$ cat src/gld_pkg.sv
// ----------------------------------------------------------------------------
// gld_pkg
// Shared types and constants for the global longitude decoder.
// ----------------------------------------------------------------------------
`default_nettype none

package gld_pkg;

    localparam int CODE_IN_W  = 17;   // width of each encoded longitude field
    localparam int ZONE_W     = 6;    // width of zone count and zone index
    localparam int LON_W      = 33;   // width of the longitude field
    localparam int NL_MIN     = 2;
    localparam int NL_MAX     = 59;
    localparam int DEG_FULL   = 360;
    localparam int DEG_FULL_W = 9;    // bits to hold DEG_FULL
    localparam int DIV_DIGITS = 4;    // quotient bits resolved per divider stage

    // Side information that rides along with each beat through the pipe
    typedef struct packed {
        logic              bad;
        logic [ZONE_W-1:0] nl;
        logic [ZONE_W-1:0] zone;
    } gld_side_t;

endpackage

`default_nettype wire

$ cat src/gld_zone.sv
// ----------------------------------------------------------------------------
// gld_zone
// Front pipeline: zone number m, zone index j and the scaled dividend.
// ----------------------------------------------------------------------------
`default_nettype none

module gld_zone #(
    parameter int CODE_BITS     = 17,
    parameter int FRACTION_BITS = 24,
    parameter int NW            = FRACTION_BITS + 16
) (
    input  wire logic                          clk,
    input  wire logic                          rst_n,
    input  wire logic                          in_valid,
    output logic                               in_ready,
    input  wire logic [gld_pkg::CODE_IN_W-1:0] even_lon_code,
    input  wire logic [gld_pkg::CODE_IN_W-1:0] odd_lon_code,
    input  wire logic [gld_pkg::ZONE_W-1:0]    zone_count,
    output logic                               out_valid,
    input  wire logic                          out_ready,
    output logic [NW-1:0]                      out_num,
    output gld_pkg::gld_side_t                 out_side
);
    import gld_pkg::*;

    localparam int B    = CODE_BITS;
    localparam int XW   = (B > CODE_IN_W) ? B : CODE_IN_W;
    localparam int PW   = B + ZONE_W;          // product width
    localparam int SW   = B + 8;               // signed sum width
    localparam int MW   = 8;                   // zone number width, signed
    localparam int VW   = B + ZONE_W;          // j*2^B + xz0
    localparam int AW   = VW + DEG_FULL_W;     // times 360
    localparam int SH_L = (FRACTION_BITS + 1 >= B) ? FRACTION_BITS + 1 - B : 0;
    localparam int SH_R = (FRACTION_BITS + 1 >= B) ? 0 : B - FRACTION_BITS - 1;
    localparam int TW   = AW + SH_L;

    // stage A: validate, products
    logic              a_valid_reg;
    logic [PW-1:0]     a_p0_reg, a_p1_reg;
    logic [B-1:0]      a_xz0_reg;
    logic [ZONE_W-1:0] a_nl_reg;
    logic              a_bad_reg;
    // stage B: zone number
    logic              b_valid_reg;
    logic signed [MW-1:0] b_m_reg;
    logic [B-1:0]      b_xz0_reg;
    logic [ZONE_W-1:0] b_nl_reg;
    logic              b_bad_reg;
    // stage C: zone index
    logic              c_valid_reg;
    logic [VW-1:0]     c_v_reg;
    gld_side_t         c_side_reg;
    // stage D: dividend
    logic              d_valid_reg;
    logic [NW-1:0]     d_num_reg;
    gld_side_t         d_side_reg;

    logic a_ready, b_ready, c_ready, d_ready;

    logic [XW-1:0]     xz0_ext, xz1_ext;
    logic [B-1:0]      xz0, xz1;
    logic [PW-1:0]     p0_next, p1_next;
    logic              bad_next;
    logic signed [SW-1:0] sum;
    logic [MW-1:0]     m_plus_nl;
    logic [ZONE_W-1:0] j_next;
    logic [AW-1:0]     a_prod;
    logic [TW-1:0]     a_shift;

    assign d_ready  = !d_valid_reg || out_ready;
    assign c_ready  = !c_valid_reg || d_ready;
    assign b_ready  = !b_valid_reg || c_ready;
    assign a_ready  = !a_valid_reg || b_ready;
    assign in_ready = a_ready;

    // only the low CODE_BITS bits of each code take part
    assign xz0_ext  = XW'(even_lon_code);
    assign xz1_ext  = XW'(odd_lon_code);
    assign xz0      = xz0_ext[B-1:0];
    assign xz1      = xz1_ext[B-1:0];
    assign bad_next = (zone_count < ZONE_W'(NL_MIN)) || (zone_count > ZONE_W'(NL_MAX));
    assign p0_next  = PW'(zone_count - ZONE_W'(1)) * PW'(xz0);
    assign p1_next  = PW'(zone_count) * PW'(xz1);

    // floor division by 2^B is the arithmetic shift of the two's complement sum
    assign sum = $signed(SW'(a_p0_reg)) - $signed(SW'(a_p1_reg))
               + $signed(SW'(1) << (B - 1));

    // m lies in [-nl, nl-1], so one correction gives the floor modulo
    assign m_plus_nl = b_m_reg + $signed(MW'(b_nl_reg));
    assign j_next    = b_m_reg[MW-1] ? m_plus_nl[ZONE_W-1:0] : b_m_reg[ZONE_W-1:0];

    assign a_prod  = AW'(c_v_reg) * AW'(DEG_FULL);
    assign a_shift = TW'(a_prod) << SH_L;

    always_ff @(posedge clk or negedge rst_n)
    begin
        if (!rst_n)
        begin
            a_valid_reg <= 1'b0;
            b_valid_reg <= 1'b0;
            c_valid_reg <= 1'b0;
            d_valid_reg <= 1'b0;
        end
        else
        begin
            if (a_ready)
            begin
                a_valid_reg <= in_valid;
            end
            if (b_ready)
            begin
                b_valid_reg <= a_valid_reg;
            end
            if (c_ready)
            begin
                c_valid_reg <= b_valid_reg;
            end
            if (d_ready)
            begin
                d_valid_reg <= c_valid_reg;
            end
        end
    end

    always_ff @(posedge clk)
    begin
        if (a_ready && in_valid)
        begin
            a_p0_reg  <= p0_next;
            a_p1_reg  <= p1_next;
            a_xz0_reg <= xz0;
            a_nl_reg  <= zone_count;
            a_bad_reg <= bad_next;
        end
        if (b_ready && a_valid_reg)
        begin
            b_m_reg   <= sum[SW-1:B];
            b_xz0_reg <= a_xz0_reg;
            b_nl_reg  <= a_nl_reg;
            b_bad_reg <= a_bad_reg;
        end
        if (c_ready && b_valid_reg)
        begin
            c_v_reg         <= {j_next, b_xz0_reg};
            c_side_reg.bad  <= b_bad_reg;
            c_side_reg.nl   <= b_nl_reg;
            c_side_reg.zone <= j_next;
        end
        if (d_ready && c_valid_reg)
        begin
            d_num_reg  <= NW'(a_shift >> SH_R);
            d_side_reg <= c_side_reg;
        end
    end

    assign out_valid = d_valid_reg;
    assign out_num   = d_num_reg;
    assign out_side  = d_side_reg;

endmodule

`default_nettype wire

$ cat src/gld_div_stage.sv
// ----------------------------------------------------------------------------
// gld_div_stage
// One stage of the restoring divider by the zone count, DIV_DIGITS bits per stage.
// ----------------------------------------------------------------------------
`default_nettype none

module gld_div_stage #(
    parameter int W = 40
) (
    input  wire logic                       clk,
    input  wire logic                       rst_n,
    input  wire logic                       in_valid,
    output logic                            in_ready,
    input  wire logic [W-1:0]               in_work,
    input  wire logic [gld_pkg::ZONE_W-1:0] in_rem,
    input  wire gld_pkg::gld_side_t         in_side,
    output logic                            out_valid,
    input  wire logic                       out_ready,
    output logic [W-1:0]                    out_work,
    output logic [gld_pkg::ZONE_W-1:0]      out_rem,
    output gld_pkg::gld_side_t              out_side
);
    import gld_pkg::*;

    logic              valid_reg;
    logic [W-1:0]      work_reg;
    logic [ZONE_W-1:0] rem_reg;
    gld_side_t         side_reg;

    logic [W-1:0]      work_next;
    logic [ZONE_W-1:0] rem_next;

    // dividend bits leave at the top, quotient bits enter at the bottom
    always_comb
    begin
        logic [ZONE_W:0] t;
        logic            ge;
        work_next = in_work;
        rem_next  = in_rem;
        for (int s = 0; s < DIV_DIGITS; s++)
        begin
            t         = {rem_next, work_next[W-1]};
            ge        = (t >= {1'b0, in_side.nl});
            rem_next  = ge ? ZONE_W'(t - {1'b0, in_side.nl}) : t[ZONE_W-1:0];
            work_next = {work_next[W-2:0], ge};
        end
    end

    assign in_ready = !valid_reg || out_ready;

    always_ff @(posedge clk or negedge rst_n)
    begin
        if (!rst_n)
        begin
            valid_reg <= 1'b0;
        end
        else if (in_ready)
        begin
            valid_reg <= in_valid;
        end
    end

    always_ff @(posedge clk)
    begin
        if (in_ready && in_valid)
        begin
            work_reg <= work_next;
            rem_reg  <= rem_next;
            side_reg <= in_side;
        end
    end

    assign out_valid = valid_reg;
    assign out_work  = work_reg;
    assign out_rem   = rem_reg;
    assign out_side  = side_reg;

endmodule

`default_nettype wire

$ cat src/gld_round.sv
// ----------------------------------------------------------------------------
// gld_round
// Output stage: round the doubled quotient, wrap a full circle, zero bad beats.
// ----------------------------------------------------------------------------
`default_nettype none

module gld_round #(
    parameter int FRACTION_BITS = 24,
    parameter int QW            = 40
) (
    input  wire logic                       clk,
    input  wire logic                       rst_n,
    input  wire logic                       in_valid,
    output logic                            in_ready,
    input  wire logic [QW-1:0]              in_quot,
    input  wire gld_pkg::gld_side_t         in_side,
    output logic                            out_valid,
    input  wire logic                       out_ready,
    output logic [gld_pkg::LON_W-1:0]       longitude_q24,
    output logic [gld_pkg::ZONE_W-1:0]      zone_index,
    output logic                            bad_zone_count
);
    import gld_pkg::*;

    localparam int LW = FRACTION_BITS + DEG_FULL_W;
    // doubled quotient at or above this rounds to a full circle
    localparam logic [QW-1:0] WRAP_Q = (QW'(2 * DEG_FULL) << FRACTION_BITS) - QW'(1);

    logic              valid_reg;
    logic [LON_W-1:0]  lon_reg;
    logic [ZONE_W-1:0] zone_reg;
    logic              bad_reg;

    logic [QW:0]       inc;
    logic [LW-1:0]     q;
    logic              wrap;

    assign inc  = (QW + 1)'(in_quot) + (QW + 1)'(1);
    assign q    = inc[LW:1];
    assign wrap = (in_quot >= WRAP_Q);

    assign in_ready = !valid_reg || out_ready;

    always_ff @(posedge clk or negedge rst_n)
    begin
        if (!rst_n)
        begin
            valid_reg <= 1'b0;
        end
        else if (in_ready)
        begin
            valid_reg <= in_valid;
        end
    end

    always_ff @(posedge clk)
    begin
        if (in_ready && in_valid)
        begin
            lon_reg  <= (in_side.bad || wrap) ? '0 : LON_W'(q);
            zone_reg <= in_side.bad ? '0 : in_side.zone;
            bad_reg  <= in_side.bad;
        end
    end

    assign out_valid      = valid_reg;
    assign longitude_q24  = lon_reg;
    assign zone_index     = zone_reg;
    assign bad_zone_count = bad_reg;

endmodule

`default_nettype wire

$ cat src/global_longitude_decode_top.sv
// ----------------------------------------------------------------------------
// global_longitude_decode_top
// Global longitude decode of an even/odd pair of compact position codes.
//
//   Channel   Dir  Payload
//   s_axis    in   tdata: even_lon_code[16:0], odd_lon_code[33:17],
//                         zone_count[39:34]
//   m_axis    out  tdata: longitude_q24[32:0], zone_index[38:33], zero[39]
//                  tuser: bad_zone_count
//
// One beat per cycle is accepted and delivered in steady state, while
// m_axis_tready stays high. The pipe is four front stages, the divider by the
// zone count at four quotient bits per stage, and the output register.
// Reset clears only the valid bits; the pipe is empty after reset.
// Each stage holds while the one after it is full and stalled, so bubbles
// close up and input is still taken while a result waits at the output,
// until every stage holds a beat.
// ----------------------------------------------------------------------------
`default_nettype none

module global_longitude_decode_top #(
    parameter int CODE_BITS     = 17,
    parameter int FRACTION_BITS = 24
) (
    input  wire logic        clk,
    input  wire logic        rst_n,
    input  wire logic        s_axis_tvalid,
    output logic             s_axis_tready,
    input  wire logic [39:0] s_axis_tdata,   // even_lon_code, odd_lon_code, zone_count
    output logic             m_axis_tvalid,
    input  wire logic        m_axis_tready,
    output logic [39:0]      m_axis_tdata,   // longitude_q24, zone_index, zero pad
    output logic             m_axis_tuser    // bad_zone_count
);
    import gld_pkg::*;

    localparam int NW   = FRACTION_BITS + 16;
    localparam int NWP  = ((NW + DIV_DIGITS - 1) / DIV_DIGITS) * DIV_DIGITS;
    localparam int NSTG = NWP / DIV_DIGITS;

    logic              z_valid, z_ready;
    logic [NW-1:0]     z_num;
    gld_side_t         z_side;

    logic              dv   [NSTG+1];
    logic              dr   [NSTG+1];
    logic [NWP-1:0]    dw   [NSTG+1];
    logic [ZONE_W-1:0] drem [NSTG+1];
    gld_side_t         dside[NSTG+1];

    logic [LON_W-1:0]  lon;
    logic [ZONE_W-1:0] zone;
    logic              bad;

    gld_zone #(
        .CODE_BITS    (CODE_BITS),
        .FRACTION_BITS(FRACTION_BITS),
        .NW           (NW)
    ) u_zone (
        .clk          (clk),
        .rst_n        (rst_n),
        .in_valid     (s_axis_tvalid),
        .in_ready     (s_axis_tready),
        .even_lon_code(s_axis_tdata[16:0]),
        .odd_lon_code (s_axis_tdata[33:17]),
        .zone_count   (s_axis_tdata[39:34]),
        .out_valid    (z_valid),
        .out_ready    (z_ready),
        .out_num      (z_num),
        .out_side     (z_side)
    );

    assign dv[0]    = z_valid;
    assign z_ready  = dr[0];
    assign dw[0]    = NWP'(z_num);
    assign drem[0]  = '0;
    assign dside[0] = z_side;

    for (genvar i = 0; i < NSTG; i++)
    begin : g_div
        gld_div_stage #(
            .W(NWP)
        ) u_div (
            .clk      (clk),
            .rst_n    (rst_n),
            .in_valid (dv[i]),
            .in_ready (dr[i]),
            .in_work  (dw[i]),
            .in_rem   (drem[i]),
            .in_side  (dside[i]),
            .out_valid(dv[i+1]),
            .out_ready(dr[i+1]),
            .out_work (dw[i+1]),
            .out_rem  (drem[i+1]),
            .out_side (dside[i+1])
        );
    end

    gld_round #(
        .FRACTION_BITS(FRACTION_BITS),
        .QW           (NWP)
    ) u_round (
        .clk           (clk),
        .rst_n         (rst_n),
        .in_valid      (dv[NSTG]),
        .in_ready      (dr[NSTG]),
        .in_quot       (dw[NSTG]),
        .in_side       (dside[NSTG]),
        .out_valid     (m_axis_tvalid),
        .out_ready     (m_axis_tready),
        .longitude_q24 (lon),
        .zone_index    (zone),
        .bad_zone_count(bad)
    );

    assign m_axis_tdata = {1'b0, zone, lon};
    assign m_axis_tuser = bad;

endmodule

`default_nettype wire

$ cat config.mk
export PLATFORM = sky130hd
export DESIGN_NAME = global_longitude_decode_top
export DESIGN_NICKNAME = d
export VERILOG_FILES = /design/src/gld_pkg.sv /design/src/gld_zone.sv /design/src/gld_div_stage.sv /design/src/gld_round.sv /design/src/global_longitude_decode_top.sv
export SDC_FILE = /design/constraint.sdc
export NUM_CORES = 2
export LEC_CHECK = 0
export ABC_AREA = 1
export BUFFER_PORTS_ARGS = -buffer_cell sky130_fd_sc_hd__clkbuf_2
export CORE_ASPECT_RATIO = 0.9
export CORE_UTILIZATION = 65
export CTS_CLUSTER_SIZE = 40
export DETAILED_ROUTE_END_ITERATION = 10
export GPL_ROUTABILITY_DRIVEN = 0
export PLACE_DENSITY = 0.82
export SLEW_MARGIN = 10
export SYNTH_ARGS = -nofsm -noshare
export SYNTH_HDL_FRONTEND = slang
export SYNTH_HIERARCHICAL = 1
export SYNTH_SLANG_ARGS = --single-unit
$ cat constraint.sdc
create_clock -name clk -period 11.85 [get_ports clk]
set_clock_uncertainty 0.15 [all_clocks]
set_input_delay 1.7775 -clock clk [delete_from_list [all_inputs] [get_ports clk]]
set_output_delay 1.7775 -clock clk [all_outputs]
set_load 0.03 [all_outputs]
; ---- Word level (Yosys, flattened, before mapping)
; Index checks and enable logic that the tools add are counted.
[op_classes]
order_cmp = 43
n_mux = 40
n_mul = 3
reduce_logical = 47
add_sub_neg = 44
[ops]
columns = cell, count
row1 = >= comparator 7 x 6 -> 1 bit, 39
row2 = 2-to-1 mux 6 bit, 40
row3 = subtractor 6 bit, 38
row4 = >= comparator 40 x 34 -> 1 bit (second input constant), 1
row5 = adder 34 x 1 -> 34 bit (second input constant), 1
row6 = multiplier 23 x 6 -> 29 bit (second input constant), 1
row7 = adder 25 x 18 -> 25 bit (second input constant), 1
row8 = subtractor 23 x 23 -> 24 bit, 1
row9 = multiplier 23 x 17 -> 23 bit, 1
row10 = multiplier 6 x 17 -> 23 bit, 1
row11 = logical OR 1 bit, 17
row12 = logical AND 1 bit, 15
row13 = zero test 1 bit, 15
row14 = subtractor 6 x 1 -> 7 bit (second input constant), 1
row15 = adder 6 bit, 1
row16 = >= comparator 1 x 6 -> 1 bit, 1
row17 = > comparator 6 bit (second input constant), 1
row18 = < comparator 6 x 2 -> 1 bit (second input constant), 1
row19 = subtractor 1 x 6 -> 6 bit, 1
[word_totals]
register_bits = 724
inputBits = 44
output_inout_bits = 43

; ---- Logic depth before layout (Yosys ltp)
[depth]
depth_word = 17
depth_mapped = 45
mapped_depth_nobuf = 43

; ---- Modules after synthesis
; The synthesis kept the hierarchy.
[by_module_without_submodules]
columns = module, instances, area_each_um2, cells_each, seq_area_each_um2
row1 = gld_div_stage at g_div[0].u_div ..., 8, 3319.4, 299, 1796.7
row2 = gld_zone, 1, 16925.0, 1887, 5295.1
row3 = gld_div_stage at g_div[6].u_div ..., 2, 3294.4, 299, 1796.7
row4 = gld_round, 1, 2526.2, 320, 1226.2
row5 = global_longitude_decode_top, 1, 11.3, 2, 0.0

; ---- Least setup slack after synthesis
; No wires, ideal clock.
[synth_path]
kind = input to register
start = input port m_axis_tready
end = register u_zone.a_bad_reg (enable)
t_arrival_ps = 6264
cell_stages = 30
path_slack_ps = 4936
cell_sequence = inv_1 nand2_1 inv_1 nand2_1 inv_1 nand2_1 inv_1 nand2_1 inv_1 nand2_1 inv_1 nand2_1 inv_1 nand2_1 inv_1 nand2_1 inv_1 nand2_1 inv_1 nand2_1 inv_1 nand2_1 nor2_1 inv_1 nor2_1 inv_1 nor2_1 inv_1 nor2_1 nor2_1
[synth_rtl]
columns = element, line
row1 = from (decl), global_longitude_decode_top.sv:31  ; input wire logic m_axis_tready,
row2 = to (signal assigned), gld_zone.sv:134  ; a_bad_reg <= bad_next;
row3 = to (decl), gld_zone.sv:42  ; logic a_bad_reg;

; ---- Worst setup path in the final report
[layout_path]
start = register u_zone.d_side_reg, in the netlist u_zone/out_side[7]
end = register g_div[0].u_div.rem_reg[5] (data pin)
[layout_between]
elab_chain_cells = 8
[layout_lines]
columns = element, line
row1 = from (decl), gld_zone.sv:56  ; gld_side_t d_side_reg;
row2 = from (signal assigned), gld_zone.sv:153  ; d_side_reg <= c_side_reg;
row3 = subtractor 1 x 6 -> 6 bit / >= comparator 1 x 6 -> 1 bit (equally long branches), "gld_div_stage.sv:44, gld_div_stage.sv:43"
row4 = 2-to-1 mux 6 bit, gld_div_stage.sv:44  ; rem_next = ge ? ZONE_W'(t - {1'b0, in_side.nl}) : t[ZONE_W-1:0];
row5 = subtractor 6 bit / >= comparator 7 x 6 -> 1 bit (equally long branches), "gld_div_stage.sv:44, gld_div_stage.sv:43"
row6 = 2-to-1 mux 6 bit, gld_div_stage.sv:44
row7 = subtractor 6 bit / >= comparator 7 x 6 -> 1 bit (equally long branches), "gld_div_stage.sv:44, gld_div_stage.sv:43"
row8 = 2-to-1 mux 6 bit, gld_div_stage.sv:44
row9 = subtractor 6 bit / >= comparator 7 x 6 -> 1 bit (equally long branches), "gld_div_stage.sv:44, gld_div_stage.sv:43"
row10 = 2-to-1 mux 6 bit (*), gld_div_stage.sv:44
row11 = net g_div[0].u_div.rem_next[5], gld_div_stage.sv:31  ; logic [ZONE_W-1:0] rem_next;
row12 = to (signal assigned), gld_div_stage.sv:68  ; rem_reg <= rem_next;
row13 = to (decl), gld_div_stage.sv:27  ; logic [ZONE_W-1:0] rem_reg;
; The timed path passes the listed nets; every way through them passes the cells marked *.
; A chain may end at the register's enable or synchronous reset.

==> metrics.txt <==
clk slew on worst S/H paths 0.07 ns; RSZ-0062 raised after global routing no; Yosys Warn Count 6; Top-Level Pins 87; CTS tree done; Die Ht 270.5 um; worst setup path startpoint u_zone/out_side[7]$_DFFE_PP_; vias in the first global route 35,840; Tightest Pin Transition between 1 and 1.5 ns; Syn Area/Cell 10.10 um^2; Hold Crit Class flop to flop; WP data required 12.20 ns; initial antenna violation count 4; CP endpoint g_div[0].u_div/out_rem[5]$_DFFE_PP_; CP arrival 7.63 ns; register-to-register setup slack roughly 4.6 ns; startpoint types flop; mapped cell area between 0.05 and 0.06 mm^2; CTS Hold Bufs 0; DRC 0; total CTS buffers just over 80; setup ws final 4.571 ns; slowest CP cell edfxtp_1; Mapped Cells 5,157; final core utilization 0.7122; Post-CTS Setup Repair Bufs 0; Critical Path Max Stage Delay approximately 0.55 ns; fill cell total of the finished layout 5,397; Core Area 0.07933 mm^2; area of the multi-input gates 0.02412 mm^2; TNS Setup 0 ns; Die X 300.4 um; r2r startpoint u_zone/out_side[7]$_DFFE_PP_; R2R Path End g_div[0].u_div/out_rem[5]$_DFFE_PP_; Sequential Area 0.02413 mm^2; R2R depth 40; initial DRC count approximately 2,500; Worst path most repeated cell nand2_1; routed wire length 104.7 mm; via/cell ratio 5.461; largest net degree at the start of global routing 71; final setup violation count 0; period utilization 0.6143; Worst Setup End Kind flop; nets@finish 5,977; IO Port Bufs 85; Wirelength per Cell 16.28 um; Setup CP Type flop to flop; Setup WS pre-CTS ~4.0 ns; dpl cell area 0.05372 mm^2; share of cells above drive strength 1 0.1112; post-DP HPWL 78.20 mm; max-cap viol count 0; Clk Latency, worst-skew pair 0.65 ns; CTS sink cnt approximately 810; Max-slew headroom 0.2170; remaining antenna violation count after routing 0; clock buffer depth 3; global route overflow 0; Max Freq 137.4 MHz; Die ar. 0.08126 mm^2; Slew Viols, Final 0; first drt pass iteration count 6; cts repair resizes 0; fin area 0.05650 mm^2; detailed-route via count roughly 35,000; final hold viol count 0; Initial Utilization 0.6564; max reg flops 400; first-pass GRT wire length 173.8 mm; CP max FO 11; Synth-to-Final Area Change 8.500%; H-tree depth 3; outcome finished clean; CTS Root Cell clkbuf_16; row count 98; GRT Total Usage 0.2651; min cycle time layout 7.279 ns
-- cell type report --
| class | instances | share of cell area |
|---|---|---|
| Antenna cell | 3 | 0.0001329 |
| Clock buffer | 104 | 0.03813 |
| Clock inverter | 49 | 0.01098 |
| Inverter | 968 | 0.06430 |
| Multi-Input combinational cell | 3352 | 0.4268 |
| Sequential cell | 806 | 0.4270 |
| Tap cell | 1050 | 0.02325 |
| Timing Repair Buffer | 99 | 0.009389 |
-- worst min path at each step --
stage                                                startpoint                               endpoint  slack [ns]  cells past startpoint
final                              u_zone/out_side[1]$_DFFE_PP_   g_div[0].u_div/out_side[1]$_DFFE_PP_        0.26                      0
after global routing      g_div[2].u_div/out_work[24]$_DFFE_PP_  g_div[3].u_div/out_work[28]$_DFFE_PP_        0.26                      0
after CTS                          u_zone/out_num[14]$_DFFE_PP_  g_div[0].u_div/out_work[18]$_DFFE_PP_        0.25                      0
after detailed placement           u_zone/out_num[14]$_DFFE_PP_  g_div[0].u_div/out_work[18]$_DFFE_PP_        0.25                      0
after global placement     g_div[8].u_div/out_work[6]$_DFFE_PP_  g_div[9].u_div/out_work[10]$_DFFE_PP_        0.25                      0
after floorplan                    u_zone/out_side[0]$_DFFE_PP_   g_div[0].u_div/out_side[0]$_DFFE_PP_        0.25                      0
-- cell usage in the layout, fill, tap and decap left out, types with 15 or more instances in the layout --
| master | count |
|---|---|
| clkbuf_2 | 85 |
| clkinv_2 | 15 |
| nor2_1 | 291 |
| clkbuf_1 | 20 |
| nand2_1 | 1159 |
| nand3_2 | 32 |
| clkbuf_16 | 82 |
| fa_1 | 216 |
| nand2_4 | 40 |
| nand3_4 | 31 |
| o21ai_0 | 59 |
| xor2_1 | 130 |
| dfrtp_1 | 15 |
| a21oi_4 | 37 |
| conb_1 | 25 |
| inv_1 | 941 |
| a21oi_1 | 195 |
| o21bai_1 | 17 |
| o21a_1 | 32 |
| nand4_1 | 70 |
| xnor2_1 | 82 |
| inv_2 | 26 |
| a21o_1 | 16 |
| nor2_2 | 18 |
| nor2_4 | 25 |
| edfxtp_1 | 791 |
| ha_1 | 408 |
| nand3_1 | 215 |
| o21ai_1 | 27 |
| o21ai_2 | 41 |
| nand2_2 | 111 |
-- through the flow --
stage | hold slack [ns] | std cells
6_report | 0.2570 | 6431
5_1_grt | 0.2631 | 6431
4_1_cts | 0.2510 | 6428
3_5_place_dp | 0.2545 | 6275
3_3_place_gp | 0.2502 | 6275
2_1_floorplan | 0.2503 | 5180
-- metal layers --
| metal | vias to the layer above | global-route usage | wire length, um |
|---|---|---|---|
| met5 | - | 0 | 0 |
| met2 | 1179 | 0.4760 | 53600 |
| met3 | 335 | 0.03196 | 5170 |
| li1 | 17070 | - | - |
| met1 | 16540 | 0.3148 | 41050 |
| met4 | 0 | 0.1263 | 4841 |
-- critical path, delay by kind of cell, from the launching register on --
| kind | cells | cell delay [ns] |
|---|---|---|
| simple gates | 25 | 2.82 |
| compound gates | 8 | 1.80 |
| fa+ha+maj | 4 | 1.34 |
| flops | 1 | 0.55 |
| buf+inv | 3 | 0.47 |
Power is not shown: default switching activity piles up to over one toggle a cycle in this logic, so the estimate is an artifact.
